### src/design/ultrasonic_occupancy_counter_assert.svh
// assertion macros used by the occupancy counter top module
`ifndef ULTRASONIC_OCCUPANCY_COUNTER_ASSERT_SVH
`define ULTRASONIC_OCCUPANCY_COUNTER_ASSERT_SVH

// same-cycle implication, checked outside reset
`define UOC_ASSERT_IMPL(label, clk, rst_n, ante, cons, msg) \
  label: assert property (@(posedge clk) disable iff (!rst_n) (ante) |-> (cons)) \
    else $error(msg);

// next-cycle implication, checked outside reset
`define UOC_ASSERT_NEXT(label, clk, rst_n, ante, cons, msg) \
  label: assert property (@(posedge clk) disable iff (!rst_n) (ante) |=> (cons)) \
    else $error(msg);

`endif

### src/design/uoc_pkg.sv
// shared types and constants of the ultrasonic occupancy counter
package uoc_pkg;

  localparam int unsigned REM_W = 15;
  localparam int unsigned DIST_W = 11;
  localparam int unsigned THR_W = 8;

  localparam logic [REM_W-1:0] SPEED_NUM = 15'd343;
  localparam logic [REM_W-1:0] SPEED_DEN = 15'd20000;
  localparam logic [DIST_W-1:0] DIST_MAX = 11'd2047;
  localparam logic [THR_W-1:0] THRESHOLD_RESET = 8'd10;
  localparam logic [15:0] OCC_MAX = 16'hFFFF;

  typedef struct packed {
    logic              hit;
    logic [DIST_W-1:0] dist_cm;
  } sns_res_t;

endpackage

### src/design/uoc_sensor.sv
// one echo sensor: pulse timer, running distance and detection
module uoc_sensor import uoc_pkg::*; #(
  parameter int unsigned TIMER_WIDTH = 16
) (
  input  logic             clk,
  input  logic             rst_n,
  input  logic             adv,
  input  logic             level,
  input  logic [THR_W-1:0] thr,
  output sns_res_t         res
);

  localparam int unsigned DW = TIMER_WIDTH - 5;
  localparam int unsigned CW = (DW > DIST_W) ? DW : DIST_W;
  localparam logic [TIMER_WIDTH-1:0] TMAX = {TIMER_WIDTH{1'b1}};

  logic                   prev_r, prev_nxt;
  logic [TIMER_WIDTH-1:0] ticks_r, ticks_nxt;
  logic [DW-1:0]          dacc_r, dacc_nxt;
  logic [REM_W-1:0]       rem_r, rem_nxt;
  logic [DIST_W-1:0]      dist_r, dist_nxt;
  logic [REM_W-1:0]       rem_sum;
  logic [CW-1:0]          dacc_ext;
  logic [CW-1:0]          thr_ext;
  logic                   hit;

  // distance tracked alongside the timer: each tick adds 343/20000 cm
  assign rem_sum  = rem_r + SPEED_NUM;
  assign dacc_ext = CW'(dacc_r);
  assign thr_ext  = CW'(thr);

  always_comb begin
    prev_nxt  = prev_r;
    ticks_nxt = ticks_r;
    dacc_nxt  = dacc_r;
    rem_nxt   = rem_r;
    dist_nxt  = dist_r;
    hit       = 1'b0;
    if (adv) begin
      if (level && !prev_r) begin
        ticks_nxt = '0;
        dacc_nxt  = '0;
        rem_nxt   = '0;
      end else if (level) begin
        if (ticks_r != TMAX) begin
          ticks_nxt = ticks_r + TIMER_WIDTH'(1);
          if (rem_sum >= SPEED_DEN) begin
            rem_nxt  = rem_sum - SPEED_DEN;
            dacc_nxt = dacc_r + DW'(1);
          end else begin
            rem_nxt = rem_sum;
          end
        end
      end else if (prev_r) begin
        hit = dacc_ext < thr_ext;
        if (dacc_ext > CW'(DIST_MAX)) begin
          dist_nxt = DIST_MAX;
        end else begin
          dist_nxt = dacc_ext[DIST_W-1:0];
        end
      end
      prev_nxt = level;
    end
  end

  assign res.hit     = hit;
  assign res.dist_cm = dist_nxt;

  always_ff @(posedge clk) begin
    if (!rst_n) begin
      prev_r  <= 1'b0;
      ticks_r <= '0;
      dacc_r  <= '0;
      rem_r   <= '0;
      dist_r  <= '0;
    end else begin
      prev_r  <= prev_nxt;
      ticks_r <= ticks_nxt;
      dacc_r  <= dacc_nxt;
      rem_r   <= rem_nxt;
      dist_r  <= dist_nxt;
    end
  end

endmodule

### src/design/ultrasonic_occupancy_counter.sv
// ultrasonic occupancy counter: two echo sensors feeding a people count
//
// in_tdata carries one microsecond tick: bit 0 entry echo level, bit 1 exit echo level.
// each accepted request yields exactly one result on the out_ channel, in order.
// out_tdata: occupancy, entered, exited, entry and exit distance in cm.
// cfg_we with cfg_wdata sets the detection threshold in cm; write it only while idle.
// a taken request is held in the input register, then in the result register that drives out_tvalid.
// throughput: one request per cycle while the receiver takes results, set by the input register
// and result register pair with all per-tick work between them.
// reset (rst_n low, synchronous): timers, distances and count go to zero,
// threshold goes to 10 cm, both channels empty.
// when the receiver stalls the result holds, one more request can wait in the
// input register, then in_tready drops until the result is taken.
`include "ultrasonic_occupancy_counter_assert.svh"

module ultrasonic_occupancy_counter import uoc_pkg::*; #(
  parameter int unsigned TIMER_WIDTH = 16,
  parameter int unsigned COUNT_WIDTH = 16
) (
  input  logic             clk,
  input  logic             rst_n,
  input  logic             in_tvalid,
  output logic             in_tready,
  input  logic [7:0]       in_tdata,   // echo_entry, echo_exit, zero pad
  output logic             out_tvalid,
  input  logic             out_tready,
  output logic [39:0]      out_tdata,  // occupancy, entered, exited,
                                       // entry_distance_cm, exit_distance_cm
  input  logic             cfg_we,
  input  logic [THR_W-1:0] cfg_wdata
);

  localparam int unsigned OW = (COUNT_WIDTH > 16) ? COUNT_WIDTH : 16;
  localparam logic [COUNT_WIDTH-1:0] CNT_MAX = {COUNT_WIDTH{1'b1}};

  logic                   in_v_r;
  logic                   lv_entry_r, lv_exit_r;
  logic                   out_v_r;
  logic [39:0]            out_data_r, out_data_nxt;
  logic [THR_W-1:0]       thr_r;
  logic [COUNT_WIDTH-1:0] count_r, count_nxt, count_mid;
  logic                   adv;
  logic                   removed;
  logic [OW-1:0]          count_ext;
  logic [15:0]            occ;
  sns_res_t               ent_res, ext_res;

  assign adv       = in_v_r && (!out_v_r || out_tready);
  assign in_tready = !in_v_r || adv;

  uoc_sensor #(.TIMER_WIDTH(TIMER_WIDTH)) u_entry (
    .clk   (clk),
    .rst_n (rst_n),
    .adv   (adv),
    .level (lv_entry_r),
    .thr   (thr_r),
    .res   (ent_res)
  );

  uoc_sensor #(.TIMER_WIDTH(TIMER_WIDTH)) u_exit (
    .clk   (clk),
    .rst_n (rst_n),
    .adv   (adv),
    .level (lv_exit_r),
    .thr   (thr_r),
    .res   (ext_res)
  );

  // entry applied before exit
  always_comb begin
    count_mid = count_r;
    if (ent_res.hit && count_r != CNT_MAX) begin
      count_mid = count_r + COUNT_WIDTH'(1);
    end
    count_nxt = count_mid;
    removed   = 1'b0;
    if (ext_res.hit && count_mid != '0) begin
      count_nxt = count_mid - COUNT_WIDTH'(1);
      removed   = 1'b1;
    end
    count_ext = OW'(count_nxt);
    if (count_ext > OW'(OCC_MAX)) begin
      occ = OCC_MAX;
    end else begin
      occ = count_ext[15:0];
    end
    out_data_nxt = {ext_res.dist_cm, ent_res.dist_cm, removed, ent_res.hit, occ};
  end

  always_ff @(posedge clk) begin
    if (!rst_n) begin
      in_v_r  <= 1'b0;
      out_v_r <= 1'b0;
      thr_r   <= THRESHOLD_RESET;
      count_r <= '0;
    end else begin
      if (cfg_we) begin
        thr_r <= cfg_wdata;
      end
      if (in_tready) begin
        in_v_r <= in_tvalid;
      end
      if (adv) begin
        out_v_r <= 1'b1;
        count_r <= count_nxt;
      end else if (out_tready) begin
        out_v_r <= 1'b0;
      end
    end
  end

  always_ff @(posedge clk) begin
    if (in_tready && in_tvalid) begin
      lv_entry_r <= in_tdata[0];
      lv_exit_r  <= in_tdata[1];
    end
    if (adv) begin
      out_data_r <= out_data_nxt;
    end
  end

  assign out_tvalid = out_v_r;
  assign out_tdata  = out_data_r;

  `UOC_ASSERT_NEXT(a_adv_loads, clk, rst_n, adv, out_v_r, "result not loaded after advance")
  `UOC_ASSERT_IMPL(a_stall_only, clk, rst_n, !in_tready, in_v_r && out_v_r && !out_tready,
    "input stalled without a blocked result")
  `UOC_ASSERT_NEXT(a_count_hold, clk, rst_n, !adv, count_r == $past(count_r),
    "count changed without a request")
  `UOC_ASSERT_NEXT(a_no_event, clk, rst_n, adv && !ent_res.hit && !ext_res.hit,
    count_r == $past(count_r), "count changed without a detection")

endmodule

### config.mk
export PLATFORM = sky130hd
export DESIGN_NAME = ultrasonic_occupancy_counter
export DESIGN_NICKNAME = d
export VERILOG_FILES = /design/src/design/uoc_pkg.sv /design/src/design/uoc_sensor.sv /design/src/design/ultrasonic_occupancy_counter.sv
export VERILOG_INCLUDE_DIRS = /design/src /design/src/design
export SDC_FILE = /design/constraint.sdc
export NUM_CORES = 1
export LEC_CHECK = 0
export BUFFER_PORTS_ARGS = -buffer_cell sky130_fd_sc_hd__buf_2
export CAP_MARGIN = 5
export CORE_ASPECT_RATIO = 1.75
export CORE_MARGIN = 5
export CORE_UTILIZATION = 45
export DETAILED_ROUTE_END_ITERATION = 8
export GPL_TIMING_DRIVEN = 0
export SKIP_CTS_REPAIR_TIMING = 1
export SYNTH_ARGS = -nofsm -noshare
export SYNTH_HDL_FRONTEND = slang
export SYNTH_SLANG_ARGS = --single-unit
### constraint.sdc
create_clock -name clk -period 4.2 [get_ports clk]
set_clock_uncertainty 0.1 [all_clocks]
set_input_delay 0.63 -clock clk [delete_from_list [all_inputs] [get_ports clk]]
set_output_delay 0.63 -clock clk [all_outputs]
set_load 0.02 [all_outputs]
# Word level (Yosys, flattened, before mapping)
# Cells that the tools add are included.
dict set report totals {
  ff_bits 176
  latch_bits 0
  ram_bits 0
  rom_bits 0
  input_bits 21
  output_inout_bits 42
  wordCells 107
  memories 0
}
dict set report op_classes {
  add_sub_neg 10
  n_mul 0
  div_mod_pow 0
  order_cmp 7
  eq_ne 3
  shift 0
  n_mux 45
  n_bitwise 0
  n_reduce_logical 24
}
# op n
set ops {}
lappend ops {{$mux W11} 18}
lappend ops {{$mux W16} 8}
lappend ops {{$mux W15} 8}
lappend ops {{$add A16 B1 Y16 const B} 3}
lappend ops {{$ne A16 B16 Y1 const B} 3}
lappend ops {{$add A15 B9 Y15 const B} 2}
lappend ops {{$ge A15 B15 Y1 const B} 2}
lappend ops {{$sub A15 B15 Y15 const B} 2}
lappend ops {{$add A11 B1 Y11 const B} 2}
lappend ops {{$gt A11 B11 Y1 const B} 2}
lappend ops {{$lt A11 B8 Y1} 2}
lappend ops {{$gt A16 B16 Y1 const B} 1}
lappend ops {{$reduce_bool A16 Y1} 1}
lappend ops {{$sub A16 B1 Y16 const B} 1}
lappend ops {{$reduce_bool A2 Y1} 7}
lappend ops {{$mux W1} 11}
lappend ops {{$reduce_and A4 Y1} 2}
lappend ops {{$logic_and A1 B1 Y1} 6}
lappend ops {{$reduce_and A3 Y1} 2}
lappend ops {{$logic_not A1 Y1} 4}
lappend ops {{$logic_or A1 B1 Y1} 2}

# Longest topological paths before layout
# Gate-level depths: netlist of the first run.
dict set report depth {
  depth_word 11
  ltp_mapped 15
}

# By module
# Synthesis of the first run repeated with hierarchy kept, for this count alone.
dict set report unflattened {
  hier_cells 1189
  hier_area_um2 10558.9
}
# module n_inst cells_each area_each_um2 seq_area_each_um2
set modules_own_cells {}
lappend modules_own_cells {uoc_sensor 2 425 3484.6 1081.0}
lappend modules_own_cells {ultrasonic_occupancy_counter 1 339 3589.7 1781.7}

# Least setup slack after synthesis of the first run
# Ideal clock, no wire load.
dict set report synth_path {
  kind {reg2reg}
  from {reg thr_r[4]}
  to {reg out_data_r[9], in the netlist out_tdata[9], data pin}
  arrival_ps 3295
  t_required_ps 3842
  slack_ps 547
  path_stages_with_launch 16
  cell_sequence {dfxtp_1 -> inv_1 -> ha_1 -> a21oi_1 -> o2111ai_2 -> or2_4 -> buf_6 -> nor2_2 -> mux2i_1 -> ha_1 -> nand3_2 -> or4_1 -> buf_2 -> a21o_1 -> a31oi_1 -> xnor2_1}
}
dict set report synth_between {
  elab_chain_len 11
  elab_cells_between_ends 17
  cone_classes {add/sub (1); order compare (3); mux (10); reduce/logical (3)}
}
# element line
set synth_lines {}
lappend synth_lines {{start, declared} ultrasonic_occupancy_counter.sv:40} ;# logic [THR_W-1:0] thr_r;
lappend synth_lines {{start signal, assigned} ultrasonic_occupancy_counter.sv:98} ;# thr_r <= cfg_wdata;
lappend synth_lines {{branches (longest 9 deep; another with $sub A16 B1 Y16)} -}
lappend synth_lines {{$mux W16 (*)} ultrasonic_occupancy_counter.sv:77} ;# if (ext_res.hit && count_mid != '0) begin
lappend synth_lines {{named net count_ext[9]} ultrasonic_occupancy_counter.sv:44} ;# logic [OW-1:0] count_ext;
lappend synth_lines {{$gt A16 B16 Y1} ultrasonic_occupancy_counter.sv:82} ;# if (count_ext > OW'(OCC_MAX)) begin
lappend synth_lines {{end signal, assigned} ultrasonic_occupancy_counter.sv:118} ;# out_data_r <= out_data_nxt;
lappend synth_lines {{end, declared} ultrasonic_occupancy_counter.sv:39} ;# logic [39:0] out_data_r, out_data_nxt;
# Mark *: on every way through the listed nets, which the timed path passes.
# A chain may end at the register's enable or synchronous reset.

# Worst setup path after layout of the first run
dict set report layout_path {
  from {reg thr_r[7]}
  to {reg out_data_r[9], in the netlist out_tdata[9], data pin}
}
# The elaborated chain is that of the path after synthesis.

==> results of run 1 <==
[worst paths after layout]
check / from / to / slack [ns] / cells past startpoint
worst max-delay path: thr_r[7] / out_tdata[9] / 0.13 / 15
worst min-delay path: in_tdata[1] / lv_exit_r / 0.27 / 1
worst min register to register: u_exit.ticks_r[1] / u_exit.ticks_r[1] / 0.39 / 2
worst max register to register: thr_r[7] / out_tdata[9] / 0.13 / 15
[kinds of logic after synthesis]
| logic type | Yosys count | share of synthesized area |
|---|---|---|
| muxes | 43 | 0.0470 |
| AOI/OAI and AO/OA | 231 | 0.168 |
| buffers and inverters | 89 | 0.0389 |
| DFF | 176 | 0.400 |
| and+or+nand+nor | 450 | 0.249 |
| xor gates and xnor gates | 69 | 0.0629 |
| adders and majority gates | 27 | 0.0343 |
[placed cells by master (no fill, tap or decap), drive strengths merged, types with 7 or more instances in the layout]
| master | Yosys | final |
|---|---|---|
| mux2i | 17 | 17 |
| a21oi | 49 | 49 |
| buf | 18 | 76 |
| nor2b | 21 | 21 |
| nand2 | 103 | 103 |
| or3 | 22 | 22 |
| o21a | 7 | 7 |
| and3 | 13 | 13 |
| and4 | 7 | 7 |
| nand4 | 26 | 26 |
| nor3 | 30 | 30 |
| nand2b | 12 | 12 |
| mux2 | 26 | 26 |
| or4 | 7 | 7 |
| o211ai | 13 | 13 |
| a21o | 11 | 11 |
| xnor2 | 38 | 38 |
| o21ai | 50 | 50 |
| o31ai | 9 | 9 |
| edfxtp | 42 | 42 |
| a21boi | 8 | 8 |
| nor2 | 78 | 78 |
| nor4 | 12 | 12 |
| xor2 | 31 | 31 |
| clkbuf | 35 | 53 |
| dfxtp | 134 | 134 |
| ha | 27 | 27 |
| inv | 36 | 40 |
| and2 | 52 | 52 |
| o2111ai | 8 | 8 |
| a2111oi | 11 | 11 |
| nand3 | 41 | 41 |
| a31oi | 18 | 18 |
| a211oi | 8 | 8 |
[sequential cells by signal, indices dropped and copies added (netlist names), 8 cells and up]
name              cells
u_entry.rem_r        15
u_exit.rem_r         15
u_entry.dist_r       11
u_exit.ticks_r       16
u_exit.dist_r        11
out_tdata            40
count_r              16
thr_r                 8
u_entry.ticks_r      16
u_entry.dacc_ext     11
u_exit.dacc_ext      11
[report_power, final]
| group | internal [mW] | switching, mW |
|---|---|---|
| Combinational | 0.0827 | 0.174 |
| Clock | 0.950 | 0.719 |
| Sequential | 1.76 | 0.0151 |
| Total | 2.79 | 0.908 |
[routing by layer]
layer | wire length (um) | vias to the layer above
met5 | 13 | -
li1 | - | 4101
met2 | 14300 | 147
met3 | 658 | 66
met4 | 1140 | 2
met1 | 9810 | 3920
[per-stage QoR]
stage	cell area [um^2]	util	cells
global route	11200	0.521	1466
CTS	11100	0.517	1465
global placement	10500	0.488	1432
detailed placement	10500	0.489	1433
floorplan	9850	-	1085
finish	11200	0.521	1466
[cell type report]
cell class | instances | area, um^2 | share of cell area
clock buffer | 19 | 433 | 0.0386
tap | 292 | 365 | 0.0326
inverter | 36 | 135 | 0.0121
buffer | 52 | 244 | 0.0218
multi-input combinational | 820 | 5600 | 0.499
clock inverter | 13 | 178 | 0.0159
sequential | 176 | 3950 | 0.352
timing repair buffer | 58 | 310 | 0.0277
[critical path, cell delays in order (launching register included)]
cell and delay [ns]:
dfxtp_1 0.33, inv_1 0.09, ha_1 0.32, nand3_1 0.15, o2111ai_2 0.23, or2_4 0.35
buf_6 0.15, nor2_4 0.21, mux2i_4 0.33, ha_4 0.21, nand3_2 0.12, or4_1 0.49
buf_2 0.19, a21o_1 0.23, a31oi_2 0.21, xnor2_1 0.08
==> impl_table.tex, run 1 <==
\begin{tabular}{lr}
\hline
Metric & Value \\
\hline
\multicolumn{2}{l}{\textbf{Outcome}} \\
Run status & complete, no violations \\
\multicolumn{2}{l}{\textbf{Worst hold path}} \\
Hold/Removal Path Class & in2reg \\
\multicolumn{2}{l}{\textbf{Placed design}} \\
IO Port Bufs & 55 \\
Placer's final routability congestion estimate & $\sim$0.94 \\
Post-DP HPWL & 19500 um \\
Worst setup timing slack at the placement stage & -0.477 ns \\
\multicolumn{2}{l}{\textbf{Synth}} \\
Most area-consuming cells after synthesis & dfxtp\_1, edfxtp\_1, nand2\_1 \\
Flops \& latches, synth & between 150 and 200 \\
Seq/Total Area, Yosys & 0.400 \\
Syn Nets & 1133 \\
Netlist area before placement & 9850 um\^{}2 \\
Cell taking the most area after synthesis & dfxtp\_1 \\
Top cell types by occurrence after synthesis & dfxtp\_1, nand2\_1, nor2\_1, and2\_1, a21oi\_1 \\
Synth warn & 0 \\
Share of synthesized flip-flops with an asynchronous set or reset & 0 \\
Fraction of post-synthesis cell area in the top cell type by area & 0.272 \\
Mapped Avg Cell Area & between 9 and 10 um\^{}2 \\
Number of synthesized flops with an enable pin & 42 \\
Distinct cell type count of the synthesized netlist & between 90 and 100 \\
Most frequent cell after synthesis & dfxtp\_1 \\
Primary flip-flop cell chosen by synthesis mapping & dfxtp\_1 \\
Number of standard cells after synthesis & 1085 \\
\multicolumn{2}{l}{\textbf{Routing}} \\
Pre-antenna DRT Iters & 5 \\
Routed length per placed instance & $\sim$18 um \\
Number of design rule violations left after detail routing & 0 \\
Total wirelength of the detailed-routed design & 25900 um \\
Post-detailed-route via-to-cell ratio & 5.62 \\
DRT iter0 DRCs & 454 \\
Via count & between 8000 and 9000 \\
Antenna-violating nets left & 0 \\
\multicolumn{2}{l}{\textbf{Floorplan}} \\
Starting density of the core & 0.458 \\
Core footprint & 21500 um\^{}2 \\
Die width & 122 um \\
Ports placed on the boundary & 63 \\
Die outline area & 25100 um\^{}2 \\
Number of rows in the core area & 71 \\
Die Ht & 206 um \\
\multicolumn{2}{l}{\textbf{Clock network}} \\
Maximum clock path buffer count & 2 \\
TritonCTS clock tree & done \\
TritonCTS Sinks & roughly 180 \\
H-tree depth & 4 \\
Skew-Pair Late Insertion Delay & 0.44 ns \\
Clock transition at the register clock pins on the worst setup and hold paths after CTS & 0.07 ns \\
Number of buffers created by CTS & 17 \\
Clk Tree Root Cell & clkbuf\_16 \\
\multicolumn{2}{l}{\textbf{GRT}} \\
Total routing usage reported by global routing & 0.211 \\
Fraction of met1 tracks used by global routing & 0.212 \\
Antenna violations before repair & 1 \\
Met2 usage & 0.399 \\
First-pass GRT wire length & roughly 41000 um \\
Most used routing layer & met2 \\
Vias in the first global route & 8264 \\
Aggregate global routing overflow & 0 \\
Global-route met3 utilization & 0.0352 \\
Pin count of the biggest net entering global routing & 41 \\
\multicolumn{2}{l}{\textbf{Final layout}} \\
Final Net Count & 1209 \\
Layout cells sized above 1 & 0.158 \\
Antenna diode instance count & 0 \\
Area growth from synthesis to final layout & 13.8\% \\
Count of fill cells added during filler insertion & 2075 \\
\multicolumn{2}{l}{\textbf{STA}} \\
Fin crit period & 4.07 ns \\
Post-route worst hold slack & 0.268 ns \\
Part of the cycle the worst path needs & 0.969 \\
Setup repair after global routing missed its margin & no \\
Slew headroom & 0.344 \\
Total negative setup slack & 0 ns \\
Final worst setup slack & about 0.13 ns \\
Max Clock Freq & about 0.25 GHz \\
Count of endpoints failing setup in the final report & 0 \\
Transition time of the tightest slew-check pin & around 0.97 ns \\
Final number of hold-violating endpoints & 0 \\
Max-slew violations & 0 \\
\multicolumn{2}{l}{\textbf{Setup path}} \\
Type of the setup path with the least slack & reg2reg \\
Required time reported for the critical path endpoint & 4.29 ns \\
Category of the worst setup path launch point & flip-flop \\
Element type at the critical path end & flip-flop \\
Endpoint arrival time on the critical path & 4.16 ns \\
Crit path max fanout & 10 \\
\multicolumn{2}{l}{\textbf{Power and ir drop}} \\
Peak supply drop & 0.000294 V \\
Leak & 4.10 nW \\
Total power divided by cell area & between 300 and 400 nW/um\^{}2 \\
Post-layout power & between 3 and 4 mW \\
\multicolumn{2}{l}{\textbf{Run}} \\
Reported max-cap violation count & 0 \\
\hline
\end{tabular}
No activity file was read; power rests on OpenSTA's default activity.
==> run 2, diff against run 1 <==
--- a/config.mk
+++ b/config.mk
@@ -9,7 +9,7 @@
 export BUFFER_PORTS_ARGS = -buffer_cell sky130_fd_sc_hd__buf_2
 export CAP_MARGIN = 5
 export CORE_ASPECT_RATIO = 1.75
-export CORE_MARGIN = 5
+export CORE_MARGIN = 2
 export CORE_UTILIZATION = 45
 export DETAILED_ROUTE_END_ITERATION = 8
 export GPL_TIMING_DRIVEN = 0
==> impl_table.tex, run 2 (synthesized netlist as in run 1, its figures left out) <==
\begin{tabular}{lr}
\hline
Metric & Value \\
\hline
\multicolumn{2}{l}{\textbf{Power and ir drop}} \\
Part of the power in combinational logic & 0.073 (+0.004) \\
Sw Share & 0.262 (+0.0171) \\
Peak supply drop & 0.000280 V (-4.7\%) \\
Power share of the sequential group & 0.500 (+0.020) \\
Power dissipated by switching net loads & 0.933 mW (+2.7\%) \\
Leak & 4.09 nW (-0.32\%) \\
Proportion of power drawn by the clock network & 0.427 (-0.024) \\
Total power divided by cell area & 318 nW/um\^{}2 (-3.6\%) \\
Int Power & 2.62 mW (-6.2\%) \\
\multicolumn{2}{l}{\textbf{Placed design}} \\
Placed cells & 1433 (unchanged) \\
IO Port Bufs & 55 (unchanged) \\
Post-DP HPWL & 19200 um (-1.3\%) \\
Placer's final routability congestion estimate & 0.909 (-3.3\%) \\
Placed instance area & 10500 um\^{}2 (unchanged) \\
\multicolumn{2}{l}{\textbf{Final layout}} \\
Final Net Count & 1212 (+0.25\%) \\
Count of fill cells added during filler insertion & 2131 (+2.7\%) \\
Area used by multi-input combinational logic & 5600 um\^{}2 (unchanged) \\
Final core occ & 0.519 (-0.00221) \\
Most common cell after layout, fill and taps aside & dfxtp\_1 \\
Largest register FFs & 40 (unchanged) \\
Antenna diode instance count & 0 (unchanged) \\
Count of placed standard cells in the final layout, fillers left out & 1469 (+0.20\%) \\
Area growth from synthesis to final layout & 13.3\% \\
Layout cells sized above 1 & 0.158 (-0.000404) \\
Final cell area excluding filler cells & 11200 um\^{}2 (-0.42\%) \\
Top library cells by usage in the layout, fill and taps aside & dfxtp\_1, nand2\_1, nor2\_1 \\
Sequential cell area & 3940 um\^{}2 (about the same) \\
\multicolumn{2}{l}{\textbf{Floorplan}} \\
Die Ht & 200 um (-2.9\%) \\
Die width & 116 um (-4.9\%) \\
Starting density of the core & 0.458 (unchanged) \\
Ports placed on the boundary & 63 (unchanged) \\
Number of rows in the core area & 71 (unchanged) \\
Die outline area & 23100 um\^{}2 (-7.7\%) \\
Core footprint & 21500 um\^{}2 (unchanged) \\
\multicolumn{2}{l}{\textbf{Worst hold path}} \\
Hold/Removal Path Class & in2reg \\
\multicolumn{2}{l}{\textbf{Outcome}} \\
Run status & complete, but fails checks \\
Violations in the final reports & setup timing \\
\multicolumn{2}{l}{\textbf{Clock network}} \\
H-tree depth & 4 (unchanged) \\
Clk Tree Root Cell & clkbuf\_16 \\
TritonCTS Sinks & 176 (unchanged) \\
Clock transition at the register clock pins on the worst setup and hold paths after CTS & 0.07 ns (about the same) \\
Skew-Pair Late Insertion Delay & 0.43 ns (about the same) \\
TritonCTS clock tree & done \\
Number of buffers created by CTS & 17 (unchanged) \\
Maximum clock path buffer count & 2 (unchanged) \\
\multicolumn{2}{l}{\textbf{Setup path}} \\
Element type at the critical path end & flip-flop \\
Type of the setup path with the least slack & reg2reg \\
Endpoint arrival time on the critical path & 4.30 ns (+0.14 ns) \\
Crit path max fanout & 8 (-2) \\
Required time reported for the critical path endpoint & 4.28 ns (about the same) \\
Category of the worst setup path launch point & flip-flop \\
\multicolumn{2}{l}{\textbf{STA}} \\
Count of endpoints failing setup in the final report & 1 (+1) \\
Max Clock Freq & 0.237 GHz (-3.5\%) \\
Fin crit period & 4.21 ns (+0.146 ns) \\
Final worst setup slack & -0.0147 ns (-0.146 ns) \\
Setup repair after global routing missed its margin & yes \\
Slew headroom & 0.389 (+0.0449) \\
Max-slew violations & 0 (unchanged) \\
Part of the cycle the worst path needs & 1.00 (+0.0347) \\
Final number of hold-violating endpoints & 0 (unchanged) \\
Total negative setup slack & -0.0147 ns (-0.0147 ns) \\
Transition time of the tightest slew-check pin & 0.905 ns (-0.0665 ns) \\
\multicolumn{2}{l}{\textbf{Routing}} \\
Post-detailed-route via-to-cell ratio & 5.61 (-0.11\%) \\
DRT iter0 DRCs & 456 (+0.44\%) \\
Routed length per placed instance & 17.6 um (-0.62\%) \\
Via count & 8244 (+0.097\%) \\
Total wirelength of the detailed-routed design & 25800 um (-0.41\%) \\
Antenna-violating nets left & 0 (unchanged) \\
Number of design rule violations left after detail routing & 0 (unchanged) \\
Pre-antenna DRT Iters & 5 (unchanged) \\
\multicolumn{2}{l}{\textbf{GRT}} \\
First-pass GRT wire length & 41000 um (-0.80\%) \\
Total routing usage reported by global routing & 0.228 (+0.0176) \\
Aggregate global routing overflow & 0 (unchanged) \\
Vias in the first global route & 8038 (-2.7\%) \\
Pin count of the biggest net entering global routing & 43 (+4.9\%) \\
Antenna violations before repair & 0 (-1) \\
\multicolumn{2}{l}{\textbf{Run}} \\
Reported max-cap violation count & 0 (unchanged) \\
\hline
\end{tabular}
==> run 2: stage by stage <==
| stage | hold slack [ns] | setup slack [ns] | power (mW) |
|---|---|---|---|
| after detailed placement | 0.375 | -0.482 | 2.07 |
| after CTS | 0.254 | -0.449 | 3.59 |
| after global routing | 0.260 | -0.156 | 3.68 |
| after floorplan | 0.354 | 0.547 | 1.98 |
| after global placement | 0.365 | -0.840 | 2.06 |
| final | 0.268 | -0.0147 | 3.55 |
==> run 2: power groups by stage <==
stage	Clock, mW	Combinational, mW	Sequential, mW
2_1_floorplan	0	0.149	1.83
3_3_place_gp	0	0.250	1.81
3_5_place_dp	0	0.256	1.81
4_1_cts	1.55	0.256	1.78
5_1_grt	1.61	0.284	1.78
6_report	1.52	0.260	1.78
==> run 2: worst max-delay path: stages (launching register included) <==
cell and delay, ns:
dfxtp_1 0.31, clkbuf_1 0.37, nand3_1 0.28, or4_1 0.52, a2111oi_1 0.56, mux2i_1 0.40, nand3_2 0.19, or4_1 0.50
buf_2 0.19, a21o_1 0.22, a31oi_1 0.25, xnor2_1 0.09
==> run 2: routing by layer <==
layer | GRT usage | share of wire
met5 | 0 | 0
met3 | 0.0337 | 0.026
met4 | 0.115 | 0.039
met1 | 0.242 | 0.38
met2 | 0.429 | 0.55
==> run 2: area by class of cell <==
class,instances,share of cell area
Buffer,53,0.0222
Clock buffer,18,0.0385
Clock inverter,14,0.0105
Inverter,36,0.0121
Multi-Input combinational cell,820,0.501
Sequential cell,176,0.353
Tap cell,292,0.0327
Timing Repair Buffer,60,0.0292
==> run 2: final timing paths <==
kind / start / endpoint / slack (ns) / cells after the start
max: count_r[2] / out_tdata[9] / -0.01 / 11
min: in_tdata[0] / lv_entry_r / 0.27 / 1
max reg2reg: count_r[2] / out_tdata[9] / -0.01 / 11
min reg2reg: u_entry.ticks_r[9] / u_entry.ticks_r[9] / 0.39 / 2
==> run 3, diff against run 2 <==
--- a/config.mk
+++ b/config.mk
@@ -10,7 +10,7 @@
 export CAP_MARGIN = 5
 export CORE_ASPECT_RATIO = 1.75
 export CORE_MARGIN = 2
-export CORE_UTILIZATION = 45
+export CORE_UTILIZATION = 35
 export DETAILED_ROUTE_END_ITERATION = 8
 export GPL_TIMING_DRIVEN = 0
 export SKIP_CTS_REPAIR_TIMING = 1
==> impl_table.tex, run 3 (synthesized netlist as in run 1, its figures left out) <==
\begin{tabular}{lr}
\hline
Metric & Value \\
\hline
\multicolumn{2}{l}{\textbf{Final layout}} \\
Layout cells sized above 1 & 0.158 (-0.000268) \\
Area growth from synthesis to final layout & 15.0\% \\
Most common cell after layout, fill and taps aside & dfxtp\_1 \\
Final core occ & 0.406 (-0.113) \\
Final Net Count & 1214 (+0.17\%) \\
Antenna diode instance count & 0 (unchanged) \\
Top library cells by usage in the layout, fill and taps aside & dfxtp\_1, nand2\_1, nor2\_1 \\
Count of placed standard cells in the final layout, fillers left out & 1552 (+5.7\%) \\
Largest register FFs & 40 (unchanged) \\
\multicolumn{2}{l}{\textbf{Routing}} \\
Routed length per placed instance & 17.1 um (-2.6\%) \\
Total wirelength of the detailed-routed design & 26500 um (+2.9\%) \\
DRT iter0 DRCs & 407 (-11\%) \\
Post-detailed-route via-to-cell ratio & 5.31 (-5.3\%) \\
Via count & 8248 (+0.049\%) \\
Number of design rule violations left after detail routing & 0 (unchanged) \\
Antenna-violating nets left & 0 (unchanged) \\
Pre-antenna DRT Iters & 5 (unchanged) \\
\multicolumn{2}{l}{\textbf{Setup path}} \\
Element type at the critical path end & flip-flop \\
Largest stage delay on the critical path & 0.48 ns (-0.08 ns) \\
Category of the worst setup path launch point & flip-flop \\
Cell family with the largest share of critical-path delay & simple AND/OR/NAND/NOR gates \\
Endpoint arrival time on the critical path & 4.14 ns (-0.16 ns) \\
Critical path depth in cells & 15 (+4) \\
CP max stage cell & or4\_1 \\
Crit path max fanout & 10 (+2) \\
Reg2reg path depth & 15 (+4) \\
Most frequent cell on the critical path & ha\_1 \\
Critical Path, Cell by Cell & inv\_1 > ha\_1 > nand3\_1 > o2111ai\_4 > or2\_4 > buf\_6 > nor2\_4 > mux2i\_4 > ha\_1 > nand3\_2 > or4\_1 > buf\_2 > a21o\_1 > a31oi\_1 > xnor2\_1 \\
Number of buffer and inverter instances along the worst setup path & 3 (+1) \\
Launching element of the worst setup path & thr\_r[7] \\
Reg-to-reg startpoint & thr\_r[7] \\
Type of the setup path with the least slack & reg2reg \\
Required time reported for the critical path endpoint & 4.28 ns (about the same) \\
\multicolumn{2}{l}{\textbf{Clock network}} \\
Clock transition at the register clock pins on the worst setup and hold paths after CTS & 0.07 ns (about the same) \\
H-tree depth & 4 (unchanged) \\
TritonCTS clock tree & done \\
Maximum clock path buffer count & 2 (unchanged) \\
TritonCTS Sinks & 176 (unchanged) \\
Clk Tree Root Cell & clkbuf\_16 \\
Skew-Pair Late Insertion Delay & 0.44 ns (about the same) \\
Number of buffers created by CTS & 17 (unchanged) \\
\multicolumn{2}{l}{\textbf{Power and ir drop}} \\
Total power divided by cell area & 325 nW/um\^{}2 (+2.1\%) \\
Part of the power in combinational logic & 0.071 (-0.002) \\
Peak supply drop & 0.000291 V (+4.0\%) \\
Proportion of power drawn by the clock network & 0.447 (+0.020) \\
Leak & 4.14 nW (+1.2\%) \\
Post-layout power & 3.68 mW (+3.6\%) \\
Power share of the sequential group & 0.482 (-0.018) \\
Sw Share & 0.241 (-0.0212) \\
Power dissipated by switching net loads & 0.888 mW (-4.8\%) \\
Int Power & 2.79 mW (+6.6\%) \\
\multicolumn{2}{l}{\textbf{Floorplan}} \\
Starting density of the core & 0.353 (-0.105) \\
Die width & 131 um (+13\%) \\
Core footprint & 27900 um\^{}2 (+30\%) \\
Die Ht & 226 um (+13\%) \\
Ports placed on the boundary & 63 (unchanged) \\
Die outline area & 29600 um\^{}2 (+28\%) \\
Number of rows in the core area & 81 (+14\%) \\
\multicolumn{2}{l}{\textbf{GRT}} \\
First-pass GRT wire length & 42000 um (+2.4\%) \\
Vias in the first global route & 8188 (+1.9\%) \\
Antenna violations before repair & 0 (unchanged) \\
Total routing usage reported by global routing & 0.184 (-0.0441) \\
Pin count of the biggest net entering global routing & 41 (-4.7\%) \\
Aggregate global routing overflow & 0 (unchanged) \\
\multicolumn{2}{l}{\textbf{Run}} \\
Reported max-cap violation count & 0 (unchanged) \\
\multicolumn{2}{l}{\textbf{STA}} \\
Max-slew violations & 0 (unchanged) \\
Final number of hold-violating endpoints & 0 (unchanged) \\
Max Clock Freq & 0.246 GHz (+3.8\%) \\
Part of the cycle the worst path needs & 0.967 (-0.0364) \\
Fin crit period & 4.06 ns (-0.153 ns) \\
Setup repair after global routing missed its margin & no \\
Total negative setup slack & 0 ns (+0.0147 ns) \\
Transition time of the tightest slew-check pin & 0.949 ns (+0.0447 ns) \\
Slew headroom & 0.358 (-0.0308) \\
Count of endpoints failing setup in the final report & 0 (-1) \\
\multicolumn{2}{l}{\textbf{Worst hold path}} \\
Worst hold path startpoint & in\_tdata[1] \\
Hold/Removal Path Class & in2reg \\
Cell depth of the worst hold path & 1 (unchanged) \\
\multicolumn{2}{l}{\textbf{Placed design}} \\
IO Port Bufs & 55 (unchanged) \\
Placed cells & 1514 (+5.7\%) \\
Placer's final routability congestion estimate & 0.941 (+3.5\%) \\
Post-DP HPWL & 20300 um (+5.4\%) \\
\multicolumn{2}{l}{\textbf{Outcome}} \\
Run status & complete, no violations \\
\hline
\end{tabular}
## run 3: metrics by stage
step / hold slack [ns] / worst slack [ns] / cell area, um^2
after floorplan: 0.354 / 0.547 / 9850
after global placement: 0.366 / -0.771 / 10600
after detailed placement: 0.381 / -0.548 / 10600
after CTS: 0.261 / -0.488 / 11200
after global routing: 0.264 / 0.0110 / 11300
final: 0.280 / 0.138 / 11300
## run 3: area by class of cell
cell class / count / area, um^2
Inverter: 36 / 135
Buffer: 53 / 248
Fill cell: 2828 / 16500
Multi-Input combinational cell: 820 / 5590
Clock inverter: 10 / 121
Clock buffer: 22 / 484
Sequential cell: 176 / 3940
Timing Repair Buffer: 62 / 340
Tap cell: 373 / 467
## run 3: worst paths after layout
| check | end | slack [ns] |
|---|---|---|
| setup / recovery | out_tdata[9] | 0.14 |
| hold / removal | lv_exit_r | 0.28 |
| setup reg to reg | out_tdata[9] | 0.14 |
| hold reg to reg | u_exit.ticks_r[1] | 0.39 |
## run 3: power by group through the flow
stage	Sequential (mW)	Combinational [mW]	Clock, mW
2_1_floorplan	1.83	0.149	0
3_3_place_gp	1.81	0.253	0
3_5_place_dp	1.81	0.258	0
4_1_cts	1.78	0.259	1.68
5_1_grt	1.78	0.284	1.74
6_report	1.78	0.261	1.65
## run 3: layer usage
layer,share of wire,vias up,track usage
li1,-,4109,-
met1,0.37,3941,0.183
met2,0.56,148,0.357
met3,0.026,50,0.0325
met4,0.041,0,0.0889
met5,0,-,0
